File: src/hw/rtl/bba_pkg.sv
// Shared types and codes for the bitmap block allocator.
`timescale 1ns / 1ps
package bba_pkg;

	localparam int BLOCK_W = 16;
	localparam int COUNT_W = 17;

	localparam logic [1:0] REQ_ALLOC  = 2'd0;
	localparam logic [1:0] REQ_FREE   = 2'd1;
	localparam logic [1:0] REQ_READ   = 2'd2;
	localparam logic [1:0] REQ_FORMAT = 2'd3;

	localparam logic [1:0] ST_OK     = 2'd0;
	localparam logic [1:0] ST_NOFREE = 2'd1;
	localparam logic [1:0] ST_RANGE  = 2'd2;

	localparam logic REG_TOTAL    = 1'b0;
	localparam logic REG_RESERVED = 1'b1;

	localparam logic [COUNT_W-1:0] TOTAL_RESET    = 17'h10000;
	localparam logic [COUNT_W-1:0] RESERVED_RESET = 17'h00000;

	typedef struct packed {
		logic [1:0]         req_type;
		logic [BLOCK_W-1:0] block_number;
	} bba_req_t;

	typedef struct packed {
		logic [1:0]         status;
		logic [BLOCK_W-1:0] result_block;
		logic               bit_value;
		logic [COUNT_W-1:0] free_count;
	} bba_rsp_t;

	typedef struct packed {
		logic       accept;
		logic       div;
		logic       fetch;
		logic       scan;
		logic       sweep;
		logic       clear;
		logic       alloc_wr;
		logic       free_wr;
		logic       fin;
		logic [1:0] fin_status;
	} bba_cmd_t;

	typedef struct packed {
		logic [1:0] req_type;
		logic       count_zero;
		logic       out_of_range;
		logic       word_open;
		logic       scan_dry;
		logic       hit_in_range;
		logic       sweep_last;
	} bba_stat_t;

endpackage

File: src/hw/rtl/bba_ctrl.sv
// Request sequencer for the bitmap block allocator.
`timescale 1ns / 1ps
module bba_ctrl import bba_pkg::*; (
	input  logic      clk,
	input  logic      arst_n,
	input  logic      start,
	output logic      busy,
	input  bba_stat_t stat,
	output bba_cmd_t  cmd
);

	localparam logic [2:0] S_CLR    = 3'd0;
	localparam logic [2:0] S_IDLE   = 3'd1;
	localparam logic [2:0] S_DECODE = 3'd2;
	localparam logic [2:0] S_FETCH  = 3'd3;
	localparam logic [2:0] S_MODIFY = 3'd4;
	localparam logic [2:0] S_SCAN   = 3'd5;
	localparam logic [2:0] S_HIT    = 3'd6;
	localparam logic [2:0] S_FMT    = 3'd7;

	logic [2:0] state_q;
	logic [2:0] state_d;

	assign busy = (state_q != S_IDLE);

	always_comb begin
		state_d = state_q;
		cmd = '0;
		unique case (state_q)
			S_CLR: begin
				cmd.sweep = 1'b1;
				cmd.clear = 1'b1;
				if (stat.sweep_last) begin
					state_d = S_IDLE;
				end
			end
			S_IDLE: begin
				if (start) begin
					cmd.accept = 1'b1;
					state_d = S_DECODE;
				end
			end
			S_DECODE: begin
				cmd.div = 1'b1;
				unique case (stat.req_type)
					REQ_ALLOC: begin
						if (stat.count_zero) begin
							cmd.fin = 1'b1;
							cmd.fin_status = ST_NOFREE;
							state_d = S_IDLE;
						end else begin
							state_d = S_SCAN;
						end
					end
					REQ_FREE, REQ_READ: begin
						if (stat.out_of_range) begin
							cmd.fin = 1'b1;
							cmd.fin_status = ST_RANGE;
							state_d = S_IDLE;
						end else begin
							state_d = S_FETCH;
						end
					end
					REQ_FORMAT: begin
						state_d = S_FMT;
					end
					default: begin
						state_d = S_IDLE;
					end
				endcase
			end
			S_FETCH: begin
				cmd.fetch = 1'b1;
				state_d = S_MODIFY;
			end
			S_MODIFY: begin
				cmd.free_wr = (stat.req_type == REQ_FREE);
				cmd.fin = 1'b1;
				cmd.fin_status = ST_OK;
				state_d = S_IDLE;
			end
			S_SCAN: begin
				cmd.scan = 1'b1;
				priority if (stat.word_open) begin
					state_d = S_HIT;
				end else if (stat.scan_dry) begin
					cmd.fin = 1'b1;
					cmd.fin_status = ST_NOFREE;
					state_d = S_IDLE;
				end else begin
					state_d = S_SCAN;
				end
			end
			S_HIT: begin
				cmd.fin = 1'b1;
				if (stat.hit_in_range) begin
					cmd.alloc_wr = 1'b1;
					cmd.fin_status = ST_OK;
				end else begin
					cmd.fin_status = ST_NOFREE;
				end
				state_d = S_IDLE;
			end
			S_FMT: begin
				cmd.sweep = 1'b1;
				if (stat.sweep_last) begin
					cmd.fin = 1'b1;
					cmd.fin_status = ST_OK;
					state_d = S_IDLE;
				end
			end
			default: begin
				state_d = S_IDLE;
			end
		endcase
	end

	always_ff @(posedge clk or negedge arst_n) begin
		if (!arst_n) begin
			state_q <= S_CLR;
		end else begin
			state_q <= state_d;
		end
	end

endmodule

File: config.mk
export PLATFORM = sky130hd
export DESIGN_NAME = bba_ctrl
export DESIGN_NICKNAME = d
export VERILOG_FILES = /design/src/hw/rtl/bba_pkg.sv /design/src/hw/rtl/bba_ctrl.sv
export SDC_FILE = /design/constraint.sdc
export NUM_CORES = 1
export LEC_CHECK = 0
export ABC_AREA = 1
export ABC_CLOCK_PERIOD_IN_PS = 1200
export BUFFER_PORTS_ARGS = -buffer_cell sky130_fd_sc_hd__buf_2
export CAP_MARGIN = 15
export CELL_PAD_IN_SITES_DETAIL_PLACEMENT = 0
export CELL_PAD_IN_SITES_GLOBAL_PLACEMENT = 1
export CORE_MARGIN = 3
export CORE_UTILIZATION = 30
export CTS_BUF_LIST = sky130_fd_sc_hd__clkbuf_8 sky130_fd_sc_hd__clkbuf_16
export DETAILED_ROUTE_END_ITERATION = 6
export GPL_TIMING_DRIVEN = 1
export MAX_ROUTING_LAYER = met4
export PLACE_DENSITY = 0.72
export SETUP_SLACK_MARGIN = 0.02
export SLEW_MARGIN = 20
export SYNTH_ARGS = -nofsm -noshare
export SYNTH_HDL_FRONTEND = slang
export SYNTH_SLANG_ARGS = --single-unit
export TNS_END_PERCENT = 50
File: constraint.sdc
create_clock -name clk -period 1.2 [get_ports clk]
set_clock_uncertainty 0.1 [all_clocks]
set_input_delay 0.12 -clock clk [delete_from_list [all_inputs] [get_ports clk]]
set_output_delay 0.12 -clock clk [all_outputs]
set_load 0.005 [all_outputs]
Word level (Yosys, flattened, before mapping) --
Cells that the tools add are included.
Operators by class: eq/ne operators 13, muxes and demuxes 26, reduce and logical (&&, ||, !) cells 6
Operator list (number):
- two-way mux 3 bit | 10
- case mux 3 bit (6 select lines) | 1
- case mux 3 bit (5 select lines) | 1
- equality test 3 bit, second input constant | 4
- two-way mux 1 bit | 11
- case mux 3 bit (3 select lines) | 1
- equality test 3 x 2 -> 1 bit, second input constant | 2
- case mux 3 bit (2 select lines) | 1
- OR reduction 2 bit | 3
- equality test 2 bit, second input constant | 2
- equality test 3 x 1 -> 1 bit, second input constant | 1
- logical NOT 3 bit | 1
- inequality test 3 x 1 -> 1 bit, second input constant | 1
- equality test 2 x 1 -> 1 bit, second input constant | 1
- logical NOT 2 bit | 1
- two-way mux 2 bit | 1
- inequality test 2 x 1 -> 1 bit, second input constant | 1
- inequality test 2 bit, second input constant | 1
- AND reduction 2 bit | 1
Word-level totals: register bits 3, input port bits 11, output and inout bits 12, logic and storage cells 46

Logic depth before layout (Yosys ltp) --
depth in word-level cells 4, depth in mapped cells 8

Least setup slack after synthesis --
OpenSTA, ideal clock, no wires.
kind reg-to-output, from register state_q[0], to output cmd[2] in the netlist's numbering, arrival 0.916 ns, required time 0.980 ns, slack 0.064 ns, stages on the path, launching flop included 7, path buffers 1, cell sequence dfrtp_1 buf_6 inv_6 nand2_4 nor3_2 nor2_1 nand2_1
RTL lines:
- from (decl) | line bba_ctrl.sv:21 | logic [2:0] state_q;
- from (signal assigned) | line bba_ctrl.sv:122 | state_q <= state_d;
- to (decl) | line bba_ctrl.sv:9 | output bba_cmd_t cmd

==> results.md <==
- Status: complete, but fails checks
- Failing checks: negative setup slack
- Post-Syn Area: 512 µm²
- Largest registers: state_q x3
- Avg Vias per Cell: 4.59
- Max-cap violations: 0
- Final Util: 0.563
- Synth Instances: 74
- CP Cell Sequence: inv_6 -> nand2_4 -> nor3_4 -> nor2_1 -> nand2_1 -> buf_2
- CTS tree: yes
- Largest net degree at the start of global routing: 7
- Routed len/inst: 10.6 µm
- Pwr dens: 1940 nW/µm²
- I/O Buffers: 22
- Worst Tran Pin Value: 0.189 ns
- Final setup viols: 14
- DRC Markers: 0
- CTS sink count: 3
- Synth Register Bits: 3
- Synth warn: 0
- CTS Buf Count: 3
- CP max FO: 5
- Die Ht: 47.3 µm
- Area Overhead vs Synth: 71.6%
- Initial drt markers: 3
- Final WS setup: -0.246 ns
- Hold crit path type: input port to flip-flop
- Yosys top cell area share: 0.147
- Number of global-route vias before repair: 557
- Post-synth ARST share: 1.00
- Slew headroom: 0.874
- Pre-Repair DR Iteration Count: 3
- Highest clock rate: 692 MHz
- CP max stage cell: dfrtp_2
- Largest reg by FF count: state_q
- Largest register FFs: 3
- Synth Flop Type: dfrtp_1
- Max H-tree Level: 1
- Hold Fails Final Rpt: 0
- Synth cell count leaders: 17 x nand2_1, 13 x inv_1, 5 x ha_1, 5 x nor2_1
- Die X-Extent: 47.3 µm
- Worst EP arrival: 1.23 ns
- Ant. Diodes: 0
- Number of max-slew violations in the final report: 0
- Detail Route Antenna Nets: 0
- Gr ovfl total: 0
- Mean Syn Cell Area: 6.92 µm²
- Die ar.: 2240 µm²
- Initial Util: 0.328
- Fin nets: 130
- Post-layout min period: 1.45 ns
- Peak supply drop: 0.776 mV
- RSZ-0062 raised after global routing: true
- Seq/Total Area, Yosys: 0.147
- Yosys top cell by area: dfrtp_1
- Crit path launch type: flip-flop
- Crit share post-route: 1.21
- Vias: 592
- Min Hold Slack: 0.107 ns
- Worst Path Buf+Inv: 2
- Gr usage total: 0.156
- Synth area leaders: dfrtp_1 15%, nand2_1 12%, ha_1 12%, inv_1 9.5%, buf_6 6.6%
- I/O pin cnt: 23
- Fillers: 149
- R2R Setup Slk: -0.08 ns
- Critical Path RT: 0.98 ns
- CTS clk-pin slew, worst paths: 0.04 ns
- RD Place Congestion: 0.749
- Hpwl dp: 1070 µm
- Clock Path Buffers: 2
- Crit path max-delay family: flip-flops
- Most common cell in the netlist: nand2_1
- Clk_lat worst skew: 0.22 ns
- Slowest stage delay, CP: 0.45 ns
- Final setup TNS: -2.25 ns
- Yosys cell types: 25
- First-pass GRT wire length: 2390 µm
- Core area: 1560 µm²
- Rows: 14
- Crit Path Category: flip-flop to primary output
- Leak: 0.000493 µW
- Antenna violations before repair: 0
- Post-Route WL: 1370 µm
- Root Driver: clkbuf_8
- Critical path endpoint category: primary output
- Syn_nets: 90
- Layout cells sized above 1: 0.566
- Number of enable flip-flop cells after synthesis: 0
- DP Worst Slack: -0.207 ns
-- cell type report --
type,instances,area (µm²),share of cell area
multi-input cells,52,369,0.420
repair buffers,38,275,0.313
inverters,16,90.1,0.103
flip-flops and latches,3,78.8,0.0897
clock buffers,3,41.3,0.0470
well taps,16,20.0,0.0228
clock inverters,1,3.75,0.00427
-- final timing paths --
kind | start | endpoint | depth (start not counted)
setup / recovery | state_q[0] | cmd[2] | 6
hold / removal | stat[3] | state_q[2] | 3
setup reg to reg | state_q[0] | state_q[0] | 8
hold reg to reg | state_q[2] | state_q[0] | 4
max in group asynchronous | arst_n | state_q[1] | 2
min in group asynchronous | arst_n | state_q[2] | 2
-- cells in the final DEF (no fill, tap or decap), drive strengths merged --
master and n:
dlygate4sd3 1, nand4 3, nor2 9, nand2 20
a21oi 2, ha 5, dfrtp 3, nand3 4
o211ai 1, and3 1, clkinv 2, a22oi 1
o21ai 3, nand3b 1, buf 37, clkbuf 3
nor3 2, inv 15
-- power by group --
group | switching (µW) | internal (µW)
sequential | 99.1 | 153
clock | 80.2 | 219
combinational | 580 | 573
-- through the flow --
step                std cells  instance area [µm²]  power [µW]
finish                    129                  878        1700
CTS                       129                  833        1610
floorplan                  74                  512         832
global placement          121                  698        1110
detailed placement        121                  698        1120
global route              129                  878        1860
-- logic make-up (layout without fill, tap and decap cells) --
| logic type | Yosys count | count (layout) | share of synthesized area |
|---|---|---|---|
| and+or+nand+nor | 40 | 40 | 0.443 |
| buffers and inverters | 19 | 58 | 0.203 |
| AOI/OAI and AO/OA | 7 | 7 | 0.0856 |
| adders and majority gates | 5 | 5 | 0.122 |
| DFF | 3 | 3 | 0.147 |
-- tightest hold or removal path: stages --
cell	delay, ns
buf_2	0.11
o21ai_0	0.08
nand4_1	0.08
-- layer usage --
metal / share of wire / GRT usage / vias to the layer above / wire [µm]
met5: 0 / - / - / 0
met4: 0 / 0.0331 / 0 / 0
met3: 0.047 / 0.0460 / 0 / 65
met2: 0.53 / 0.241 / 13 / 733
met1: 0.42 / 0.199 / 269 / 573
li1: - / - / 310 / -
-- what timing repair did --
action                                 4_1_cts  5_1_grt
buffers inserted                             3        0
setup endpoints to repair                   15       15
gates resized for setup                     11       12
pin swaps                                    2        5
endpoints found under the hold margin        3        0
hold buffers                                 1        0
Power figures use the tool's default switching activity.
